**config.mk**
```make
export PLATFORM = sky130hd
export DESIGN_NAME = char_lcd_nibble_writer_core_flat
export DESIGN_NICKNAME = d
export VERILOG_FILES = /design/src/sv/lcdnw_pkg.sv /design/src/sv/lcdnw_ifs.sv /design/src/sv/lcdnw_queue.sv /design/src/sv/lcdnw_front.sv /design/src/sv/lcdnw_back.sv /design/src/sv/char_lcd_nibble_writer_core.sv /design/src/flat_wrapper.sv
export SDC_FILE = /design/constraint.sdc
export NUM_CORES = 1
export LEC_CHECK = 0
export ABC_AREA = 1
export BUFFER_PORTS_ARGS = -buffer_cell sky130_fd_sc_hd__clkbuf_2
export CELL_PAD_IN_SITES_DETAIL_PLACEMENT = 0
export CELL_PAD_IN_SITES_GLOBAL_PLACEMENT = 1
export CORE_ASPECT_RATIO = 0.7
export CORE_UTILIZATION = 35
export CTS_CLUSTER_SIZE = 10
export DETAILED_ROUTE_END_ITERATION = 6
export PLACE_DENSITY = 0.67
export SYNTH_ARGS = -nofsm -noshare
export SYNTH_HDL_FRONTEND = slang
export SYNTH_SLANG_ARGS = --single-unit
```
**constraint.sdc**
```tcl
create_clock -name clock -period 2.4 [get_ports clock]
set_input_delay 0.12 -clock clock [delete_from_list [all_inputs] [get_ports clock]]
set_output_delay 0.12 -clock clock [all_outputs]
set_load 0.03 [all_outputs]
```
**src/sv/lcdnw_pkg.sv**
```systemverilog
`timescale 1ns / 1ps
// ----------------------------------------------------------------------------
// lcdnw_pkg: shared constants, types and tables for the LCD nibble writer
// Command codes, queue sizing, job descriptor and the display init table.
// ----------------------------------------------------------------------------
package lcdnw_pkg;

   // Display geometry
   localparam int LINE_LENGTH = 16;
   localparam int COL_W       = 6;

   // Front/back queue sizing
   localparam int QUEUE_DEPTH = 2;
   localparam int QPTR_W      = (QUEUE_DEPTH > 1) ? $clog2(QUEUE_DEPTH) : 1;
   localparam int QCNT_W      = $clog2(QUEUE_DEPTH + 1);

   // Command codes on the request channel
   localparam logic [1:0] CMD_WRITE_CHAR = 2'd0;
   localparam logic [1:0] CMD_SET_CURSOR = 2'd1;
   localparam logic [1:0] CMD_RAW        = 2'd2;
   localparam logic [1:0] CMD_INIT       = 2'd3;

   // Line selectors for set cursor
   localparam logic [1:0] LINE_SEL_1 = 2'd1;
   localparam logic [1:0] LINE_SEL_2 = 2'd2;

   // DDRAM base addresses
   localparam logic [7:0] ADDR_LINE1 = 8'h80;
   localparam logic [7:0] ADDR_LINE2 = 8'hC0;

   // Sequencing: six port bytes per display byte, up to seven display bytes
   localparam int INIT_LEN    = 7;
   localparam int BIDX_W      = 3;
   localparam int PHASE_W     = 3;
   localparam int PHASE_COUNT = 6;
   localparam int PHASE_HALF  = 3;

   typedef enum logic [1:0] {
      JOB_BYTE,
      JOB_WRAP,
      JOB_INIT
   } job_kind_type;

   typedef struct packed {
      job_kind_type kind;
      logic [7:0]   value;
      logic         rs;
   } job_type;

   typedef struct packed {
      logic full;
      logic empty;
   } queue_status_type;

   function automatic logic [7:0] init_byte(logic [BIDX_W-1:0] idx);
      logic [7:0] b;
      unique case (idx)
         3'd0:    b = 8'h33;
         3'd1:    b = 8'h32;
         3'd2:    b = 8'h06;
         3'd3:    b = 8'h0C;
         3'd4:    b = 8'h28;
         3'd5:    b = 8'h01;
         3'd6:    b = 8'h02;
         default: b = 8'h00;
      endcase
      return b;
   endfunction

endpackage

```
**src/sv/lcdnw_ifs.sv**
```systemverilog
`timescale 1ns / 1ps
// ----------------------------------------------------------------------------
// lcdnw_ifs: valid/ready channel interfaces
// Request channel carries commands, response channel carries port bytes.
// ----------------------------------------------------------------------------
interface lcdnw_req_if;
   logic       valid;
   logic       ready;
   logic [1:0] command;
   logic [7:0] data_byte;
   logic [1:0] target_line;
   logic [5:0] target_column;

   modport source (output valid, output command, output data_byte,
                   output target_line, output target_column, input ready);
   modport sink   (input valid, input command, input data_byte,
                   input target_line, input target_column, output ready);
endinterface

interface lcdnw_rsp_if;
   logic       valid;
   logic       ready;
   logic [7:0] port_byte;
   logic       last_of_run;

   modport source (output valid, output port_byte, output last_of_run, input ready);
   modport sink   (input valid, input port_byte, input last_of_run, output ready);
endinterface

```
**src/sv/lcdnw_queue.sv**
```systemverilog
`timescale 1ns / 1ps
// ----------------------------------------------------------------------------
// lcdnw_queue: job queue between front and back
// Small circular buffer of job descriptors with full/empty status.
// ----------------------------------------------------------------------------
module lcdnw_queue (
   input  logic                      clock,
   input  logic                      reset,
   input  logic                      push,
   input  lcdnw_pkg::job_type          push_job,
   input  logic                      pop,
   output lcdnw_pkg::job_type          head,
   output lcdnw_pkg::queue_status_type status
);

   lcdnw_pkg::job_type              entry_ff [lcdnw_pkg::QUEUE_DEPTH];
   logic [lcdnw_pkg::QPTR_W-1:0]    wr_ptr_ff, wr_ptr_in;
   logic [lcdnw_pkg::QPTR_W-1:0]    rd_ptr_ff, rd_ptr_in;
   logic [lcdnw_pkg::QCNT_W-1:0]    count_ff, count_in;

   function automatic logic [lcdnw_pkg::QPTR_W-1:0] next_ptr(
      logic [lcdnw_pkg::QPTR_W-1:0] p);
      logic [lcdnw_pkg::QPTR_W-1:0] n;
      if (p == lcdnw_pkg::QPTR_W'(lcdnw_pkg::QUEUE_DEPTH - 1)) begin
         n = '0;
      end else begin
         n = p + 1'b1;
      end
      return n;
   endfunction

   assign head         = entry_ff[rd_ptr_ff];
   assign status.full  = (count_ff == lcdnw_pkg::QCNT_W'(lcdnw_pkg::QUEUE_DEPTH));
   assign status.empty = (count_ff == '0);

   always_comb begin
      wr_ptr_in = push ? next_ptr(wr_ptr_ff) : wr_ptr_ff;
      rd_ptr_in = pop ? next_ptr(rd_ptr_ff) : rd_ptr_ff;
      count_in  = count_ff;
      if (push && !pop) begin
         count_in = count_ff + 1'b1;
      end else if (pop && !push) begin
         count_in = count_ff - 1'b1;
      end
   end

   always_ff @(posedge clock) begin
      if (reset) begin
         wr_ptr_ff <= '0;
         rd_ptr_ff <= '0;
         count_ff  <= '0;
      end else begin
         wr_ptr_ff <= wr_ptr_in;
         rd_ptr_ff <= rd_ptr_in;
         count_ff  <= count_in;
      end
   end

   always_ff @(posedge clock) begin
      if (push) begin
         entry_ff[wr_ptr_ff] <= push_job;
      end
   end

endmodule

```
**src/sv/lcdnw_front.sv**
```systemverilog
`timescale 1ns / 1ps
// ----------------------------------------------------------------------------
// lcdnw_front: command decode and cursor tracking
// Accepts requests, updates the cursor and queues at most one job per request.
// ----------------------------------------------------------------------------
module lcdnw_front (
   input  logic                        clock,
   input  logic                        reset,
   lcdnw_req_if.sink                   req_bus,
   input  lcdnw_pkg::queue_status_type q_status,
   output logic                        push,
   output lcdnw_pkg::job_type          push_job
);

   logic [lcdnw_pkg::COL_W-1:0] col_ff, col_in;
   logic                        line2_ff, line2_in;
   logic                        accept;
   logic                        has_job;

   assign req_bus.ready = !q_status.full;
   assign accept        = req_bus.valid && req_bus.ready;
   assign push          = accept && has_job;

   always_comb begin
      has_job        = 1'b0;
      push_job.kind  = lcdnw_pkg::JOB_BYTE;
      push_job.value = req_bus.data_byte;
      push_job.rs    = 1'b0;
      col_in         = col_ff;
      line2_in       = line2_ff;
      unique case (req_bus.command)
         lcdnw_pkg::CMD_WRITE_CHAR: begin
            push_job.rs = 1'b1;
            if (col_ff >= lcdnw_pkg::COL_W'(lcdnw_pkg::LINE_LENGTH)) begin
               // line 1 full: wrap to line 2; line 2 full: drop
               if (!line2_ff) begin
                  has_job       = 1'b1;
                  push_job.kind = lcdnw_pkg::JOB_WRAP;
                  line2_in      = 1'b1;
                  col_in        = lcdnw_pkg::COL_W'(1);
               end
            end else begin
               has_job = 1'b1;
               col_in  = col_ff + 1'b1;
            end
         end
         lcdnw_pkg::CMD_SET_CURSOR: begin
            if (req_bus.target_line == lcdnw_pkg::LINE_SEL_1) begin
               has_job        = 1'b1;
               push_job.value = lcdnw_pkg::ADDR_LINE1 + {2'b00, req_bus.target_column};
               col_in         = req_bus.target_column;
               line2_in       = 1'b0;
            end else if (req_bus.target_line == lcdnw_pkg::LINE_SEL_2) begin
               has_job        = 1'b1;
               push_job.value = lcdnw_pkg::ADDR_LINE2 + {2'b00, req_bus.target_column};
               col_in         = req_bus.target_column;
               line2_in       = 1'b1;
            end
         end
         lcdnw_pkg::CMD_RAW: begin
            has_job = 1'b1;
         end
         lcdnw_pkg::CMD_INIT: begin
            has_job       = 1'b1;
            push_job.kind = lcdnw_pkg::JOB_INIT;
         end
      endcase
   end

   always_ff @(posedge clock) begin
      if (reset) begin
         col_ff   <= '0;
         line2_ff <= 1'b0;
      end else if (accept) begin
         col_ff   <= col_in;
         line2_ff <= line2_in;
      end
   end

endmodule

```
**src/sv/lcdnw_back.sv**
```systemverilog
`timescale 1ns / 1ps
// ----------------------------------------------------------------------------
// lcdnw_back: port byte sequencer
// Expands each job into nibble strobes, one port byte per cycle while rsp_bus is not stalled.
// ----------------------------------------------------------------------------
module lcdnw_back (
   input  logic                        clock,
   input  logic                        reset,
   input  logic                        backlight,
   input  lcdnw_pkg::job_type          head,
   input  lcdnw_pkg::queue_status_type q_status,
   output logic                        pop,
   lcdnw_rsp_if.source                 rsp_bus
);

   logic                          busy_ff, busy_in;
   lcdnw_pkg::job_type            job_ff, cur_job;
   logic [lcdnw_pkg::BIDX_W-1:0]  idx_ff, idx_in, last_idx;
   logic [lcdnw_pkg::PHASE_W-1:0] phase_ff, phase_in;
   logic                          rsp_valid_ff, rsp_valid_in;
   logic [7:0]                    rsp_byte_ff, rsp_byte_in;
   logic                          rsp_last_ff, rsp_last_in;
   logic                          cur_valid, load;
   logic [7:0]                    cur_byte;
   logic                          cur_rs, enable, last_byte, phase_last;
   logic [3:0]                    nibble;

   assign cur_job   = busy_ff ? job_ff : head;
   assign cur_valid = busy_ff || !q_status.empty;
   assign load      = cur_valid && (!rsp_valid_ff || rsp_bus.ready);
   assign pop       = load && !busy_ff;

   always_comb begin
      unique case (cur_job.kind)
         lcdnw_pkg::JOB_INIT: begin
            last_idx = lcdnw_pkg::BIDX_W'(lcdnw_pkg::INIT_LEN - 1);
            cur_byte = lcdnw_pkg::init_byte(idx_ff);
            cur_rs   = 1'b0;
         end
         lcdnw_pkg::JOB_WRAP: begin
            last_idx = lcdnw_pkg::BIDX_W'(1);
            cur_byte = (idx_ff == '0) ? lcdnw_pkg::ADDR_LINE2 : cur_job.value;
            cur_rs   = (idx_ff != '0);
         end
         default: begin
            last_idx = '0;
            cur_byte = cur_job.value;
            cur_rs   = cur_job.rs;
         end
      endcase
   end

   always_comb begin
      nibble      = (phase_ff < lcdnw_pkg::PHASE_W'(lcdnw_pkg::PHASE_HALF)) ?
                    cur_byte[7:4] : cur_byte[3:0];
      enable      = (phase_ff == lcdnw_pkg::PHASE_W'(1)) ||
                    (phase_ff == lcdnw_pkg::PHASE_W'(lcdnw_pkg::PHASE_HALF + 1));
      phase_last  = (phase_ff == lcdnw_pkg::PHASE_W'(lcdnw_pkg::PHASE_COUNT - 1));
      last_byte   = (idx_ff == last_idx);
      rsp_byte_in = {nibble, backlight, enable, 1'b0, cur_rs};
      rsp_last_in = phase_last && last_byte;

      busy_in  = busy_ff;
      idx_in   = idx_ff;
      phase_in = phase_ff;
      if (load) begin
         if (phase_last) begin
            phase_in = '0;
            if (last_byte) begin
               busy_in = 1'b0;
               idx_in  = '0;
            end else begin
               busy_in = 1'b1;
               idx_in  = idx_ff + 1'b1;
            end
         end else begin
            busy_in  = 1'b1;
            phase_in = phase_ff + 1'b1;
         end
      end

      if (load) begin
         rsp_valid_in = 1'b1;
      end else if (rsp_bus.ready) begin
         rsp_valid_in = 1'b0;
      end else begin
         rsp_valid_in = rsp_valid_ff;
      end
   end

   always_ff @(posedge clock) begin
      if (reset) begin
         busy_ff      <= 1'b0;
         idx_ff       <= '0;
         phase_ff     <= '0;
         rsp_valid_ff <= 1'b0;
      end else begin
         busy_ff      <= busy_in;
         idx_ff       <= idx_in;
         phase_ff     <= phase_in;
         rsp_valid_ff <= rsp_valid_in;
      end
   end

   always_ff @(posedge clock) begin
      if (pop) begin
         job_ff <= cur_job;
      end
      if (load) begin
         rsp_byte_ff <= rsp_byte_in;
         rsp_last_ff <= rsp_last_in;
      end
   end

   assign rsp_bus.valid       = rsp_valid_ff;
   assign rsp_bus.port_byte   = rsp_byte_ff;
   assign rsp_bus.last_of_run = rsp_last_ff;

endmodule

```
**src/sv/char_lcd_nibble_writer_core.sv**
```systemverilog
`timescale 1ns / 1ps
// ----------------------------------------------------------------------------
// char_lcd_nibble_writer_core: 4-bit character LCD writer via 8-bit expander
// Turns display commands into expander port bytes with enable strobes.
// ----------------------------------------------------------------------------
//
//  channel   dir  handshake          payload
//  req_bus   in   valid/ready        command, data_byte, target_line,
//                                    target_column
//  rsp_bus   out  valid/ready        port_byte, last_of_run
//  csr_*     in   write enable only  backlight_on (1 bit)
//
//  Cycles: one port byte per cycle from the back sequencer; an item gives
//  6 (byte), 12 (wrap plus character) or 42 (init) port bytes, or none.
//  The request side takes a new item each cycle while the two-entry job
//  queue has room, so decode overlaps output of earlier items.
//  Reset: synchronous, clears cursor (line 1, column 0), queue and
//  sequencer; backlight returns to on.
//  Stalls: rsp_bus.ready low holds the output register; the queue then
//  fills and req_bus.ready drops.
//
module char_lcd_nibble_writer_core (
   input  logic       clock,
   input  logic       reset,
   input  logic       csr_write_enable,
   input  logic       csr_write_data,
   lcdnw_req_if.sink  req_bus,
   lcdnw_rsp_if.source rsp_bus
);

   // Backlight register, sampled by the sequencer into every port byte
   logic backlight_ff;

   // Job queue links
   logic                        push, pop;
   lcdnw_pkg::job_type          push_job, head;
   lcdnw_pkg::queue_status_type q_status;

   always_ff @(posedge clock) begin
      if (reset) begin
         backlight_ff <= 1'b1;
      end else if (csr_write_enable) begin
         backlight_ff <= csr_write_data;
      end
   end

   // Front: decode, cursor bookkeeping, one job per transfer (or none when
   // a character is dropped or the cursor line is invalid)
   lcdnw_front u_front (
      .clock    (clock),
      .reset    (reset),
      .req_bus  (req_bus),
      .q_status (q_status),
      .push     (push),
      .push_job (push_job)
   );

   // Decoupling queue
   lcdnw_queue u_queue (
      .clock    (clock),
      .reset    (reset),
      .push     (push),
      .push_job (push_job),
      .pop      (pop),
      .head     (head),
      .status   (q_status)
   );

   // Back: nibble strobe sequencer with registered output
   lcdnw_back u_back (
      .clock     (clock),
      .reset     (reset),
      .backlight (backlight_ff),
      .head      (head),
      .q_status  (q_status),
      .pop       (pop),
      .rsp_bus   (rsp_bus)
   );

endmodule

```
**src/flat_wrapper.sv**
```systemverilog
// flat-port wrapper written by rule: the top's interface ports become plain ports
module char_lcd_nibble_writer_core_flat 
  (clock, reset, csr_write_enable, csr_write_data, req_bus_valid, req_bus_command, req_bus_data_byte, req_bus_target_line, req_bus_target_column, req_bus_ready, rsp_bus_valid, rsp_bus_port_byte, rsp_bus_last_of_run, rsp_bus_ready);
  lcdnw_req_if req_bus_i ();
  lcdnw_rsp_if rsp_bus_i ();
  input  logic clock;
  input  logic reset;
  input  logic csr_write_enable;
  input  logic csr_write_data;
  input wire logic [$bits(req_bus_i.valid)-1:0] req_bus_valid;
  input wire logic [$bits(req_bus_i.command)-1:0] req_bus_command;
  input wire logic [$bits(req_bus_i.data_byte)-1:0] req_bus_data_byte;
  input wire logic [$bits(req_bus_i.target_line)-1:0] req_bus_target_line;
  input wire logic [$bits(req_bus_i.target_column)-1:0] req_bus_target_column;
  output wire logic [$bits(req_bus_i.ready)-1:0] req_bus_ready;
  output wire logic [$bits(rsp_bus_i.valid)-1:0] rsp_bus_valid;
  output wire logic [$bits(rsp_bus_i.port_byte)-1:0] rsp_bus_port_byte;
  output wire logic [$bits(rsp_bus_i.last_of_run)-1:0] rsp_bus_last_of_run;
  input wire logic [$bits(rsp_bus_i.ready)-1:0] rsp_bus_ready;
  assign req_bus_i.valid = req_bus_valid;
  assign req_bus_i.command = req_bus_command;
  assign req_bus_i.data_byte = req_bus_data_byte;
  assign req_bus_i.target_line = req_bus_target_line;
  assign req_bus_i.target_column = req_bus_target_column;
  assign req_bus_ready = req_bus_i.ready;
  assign rsp_bus_valid = rsp_bus_i.valid;
  assign rsp_bus_port_byte = rsp_bus_i.port_byte;
  assign rsp_bus_last_of_run = rsp_bus_i.last_of_run;
  assign rsp_bus_i.ready = rsp_bus_ready;
  char_lcd_nibble_writer_core u_core (.clock(clock), .reset(reset), .csr_write_enable(csr_write_enable), .csr_write_data(csr_write_data), .req_bus(req_bus_i), .rsp_bus(rsp_bus_i));
endmodule
```
==> impl_metrics.toml <==
[setup_path]
r2r_cells = 11
worst_ep_required_time_ps = 2470
crit_path_end = "u_core.u_back.rsp_bus.port_byte[6]$_DFFE_PN_"
arrival_ps = 2160
rr_startpoint = "u_core.u_back.busy_ff$_SDFFE_PP0N_"
critical_path.max_fanout = 19
reg2reg_to = "u_core.u_back.rsp_bus.port_byte[6]$_DFFE_PN_"
rrSetupSlack_ps = 310
crit_path_start_kind = "flip-flop"
critPathKind = "reg -> reg"
end_kind = "flip-flop"
crit_start = "u_core.u_back.busy_ff$_SDFFE_PP0N_"

[synth]
synth_seq_cells = 62
synth-seq-area-share_pct = 51.7
synth_top_area_share_pct = 38.5
synth.avg_cell_area_um2 = 8.68
syn_nets = 403
synth_cell_types = 38
synth_cells = 368
yosys-top-cells-area = "edfxtp_1 39%, dfxtp_1 13%, nand2_1 10%, inv_1 6.2%, ha_1 4.3%"
synth_flop_cell = "edfxtp_1"
synth_edf_count = 41
synth_area_um2 = 3190
async_flop_share_pct = 0
yosysWarnings = 0
synth_top_area_cell = "edfxtp_1"

[place]
io_buffer_count = 33
dp_hpwl_mm = 4.97
gp_congestion = 0.749
dp.cells = 516
place_area_um2 = 3470

[global_route]
grt_antenna_before_repair = 0
grtUsageTotal_pct = 15.5
use_met1_pct = 21.3
grt-ovfl-total = 0
top_usage_layer = "met2"
grt_pass1_wl_mm = 11.0
grt_pass1_vias = 2317
grt_max_degree = 20
grtUsageMet3_pct = 3.99
met2_usage_pct = 23.7

[floorplan]
die_w_um = 116
num_rows = 28
die_area_um2 = 9520
die_h_um = 81.9
ios = 35
initial_utilization_pct = 36.9
core-area_um2 = 8650

[worst_hold_path]
min_path_type = "in -> reg"
min_from = "csr_write_data"
worstHoldPathCells = 3

[routing]
ant_nets = 0
drcViolationCount = 0
drt-wirelength-per-cell_um = 12.1
dr.pass1.iters = 4
wl_mm = 6.47
vias = 2347
vias_per_cell = 4.40
drt_iter0_drc = 90

[clock_network]
cts-buffers-inserted = 9
clk_pin_slew_ps = 50
insertion_delay_ps = 320
cts-root-buf = "clkbuf_16"
clock-sinks = 62
tritoncts = "done"
cts_buffer_depth = 2
h-tree-depth = 3

[finish]
final_common_cell = "nand2_1"
nets = 443
multi_input_area_um2 = 1240
final_cell_mix = "86 x nand2_1, 53 x inv_1, 41 x edfxtp_1"
stdcell_count = 533
fillers = 881
synthToLayoutAreaGrowth_pct = 17.9
regArea_um2 = 1650
fin_area_um2 = 3770
utilization_pct = 43.5
drive_above_1_share_pct = 21.1
diodes = 0

[timing]
setup_viol = 0
worst_hold_slack_ps = 13.2
fin_worst_skew_ps = 7.27
setup_tns_ps = 0
finalHoldViolations = 0
maxSlewViolCount = 0
slew_headroom_pct = 60.1
period_needed_ps = 2090
rsz0062_at_grt = "no"
fin_crit_sh_pct = 87.0
worst_slew_pin_slew_ps = 599
max_freq_ghz = 0.479

[run_status]
run_status = "finished clean"

[run]
cap_violations = 0

[pwr]
max-vdd-ir-drop_v = 0.000639
power_density_nw_per_um2 = 1210
leakagePower_nw = 1.73
flip-flops by register name, indices dropped and copies added (netlist names), named ones only:
| signal | count |
|---|---|
| u_core.u_queue.entry_ff | 22 |
| u_core.u_back.job_ff | 11 |
| u_core.u_back.rsp_bus.port_byte | 7 |
| u_core.u_front.col_ff | 6 |
| u_core.u_back.idx_ff | 3 |
| u_core.u_back.phase_ff | 3 |
| u_core.u_queue.count_ff | 2 |
| u_core.backlight_ff | 1 |
| u_core.u_back.busy_ff | 1 |
| u_core.u_back.rsp_bus.last_of_run | 1 |
| u_core.u_back.rsp_bus.valid | 1 |
| u_core.u_front.line2_ff | 1 |
| u_core.u_queue.rd_ptr_ff | 1 |
| u_core.u_queue.wr_ptr_ff | 1 |
routing by layer:
layer  wire length [um]  share of wire (%)
met5                  0                  0
met4                 44               0.68
met3                233                3.6
met2               2610                 40
met1               3580                 55
logic make-up after synthesis:
group | count (synthesis) | share of synthesized area [%]
adder cells (fa/ha/maj) | 11 | 4.31
XOR/XNOR | 4 | 1.10
AO/OA/AOI/OAI | 61 | 11.2
other | 1 | 0.117
buffers and inverters | 71 | 9.36
flip-flops | 62 | 51.7
AND/OR/NAND/NOR | 158 | 22.2
per-stage QoR:
step	setup slack [ps]	total power, mW
2_1_floorplan	382	2.97
3_3_place_gp	318	3.36
3_5_place_dp	227	3.38
4_1_cts	215	4.63
5_1_grt	115	4.94
6_report	312	4.57
synthesized netlist by cell type (2+ instances only):
library cell	number
xnor2_1	2
a21oi_2	3
o21ai_1	3
o211ai_1	8
nand2_4	3
nand2_2	6
ha_1	11
or2_2	4
o21ai_2	4
nor2_1	31
buf_6	2
inv_1	53
a21oi_1	24
xor2_1	2
dfxtp_1	21
buf_2	2
nand2_1	86
buf_4	3
o22ai_1	2
nor2_2	3
nand3_1	16
edfxtp_1	41
inv_2	8
o21ai_0	16
critical path, stage by stage (launching register included):
cell and delay [ps]:
dfxtp_1 310, inv_2 250, o211ai_1 150, o21ai_0 160, inv_1 80, ha_1 360
a21oi_1 180, inv_1 120, nand2_1 80, nand2_1 40, nand2_1 50, nand2_1 60
how the worst min path moves through the flow:
stage	to	slack [ps]
final	u_core.backlight_ff$_SDFFE_PP1P_	10
after global routing	u_core.backlight_ff$_SDFFE_PP1P_	30
after CTS	u_core.backlight_ff$_SDFFE_PP1P_	0.2
after detailed placement	u_core.backlight_ff$_SDFFE_PP1P_	330
after global placement	u_core.backlight_ff$_SDFFE_PP1P_	320
after floorplan	u_core.backlight_ff$_SDFFE_PP1P_	220
final cells by class:
class / count / area share (%)
clock inverters: 5 / 1.33
clock buffers: 11 / 6.18
inverters: 63 / 6.38
flip-flops and latches: 62 / 43.9
well taps: 120 / 3.99
repair buffers: 37 / 5.25
multi-input cells: 235 / 33.0
power by group:
part / switching (mW) / internal, mW
registers: 0.125 / 1.57
logic: 1.12 / 0.529
clock network: 0.428 / 0.795
total: 1.67 / 2.90
repair_timing:
item                                    in CTS  in global routing
buffers inserted                             0                  0
resized for setup                            0                  1
endpoints found under the hold margin        1                  0
endpoints found under the setup margin       0                  3
hold buffers                                 1                  0
Power figures use the tool's default switching activity.
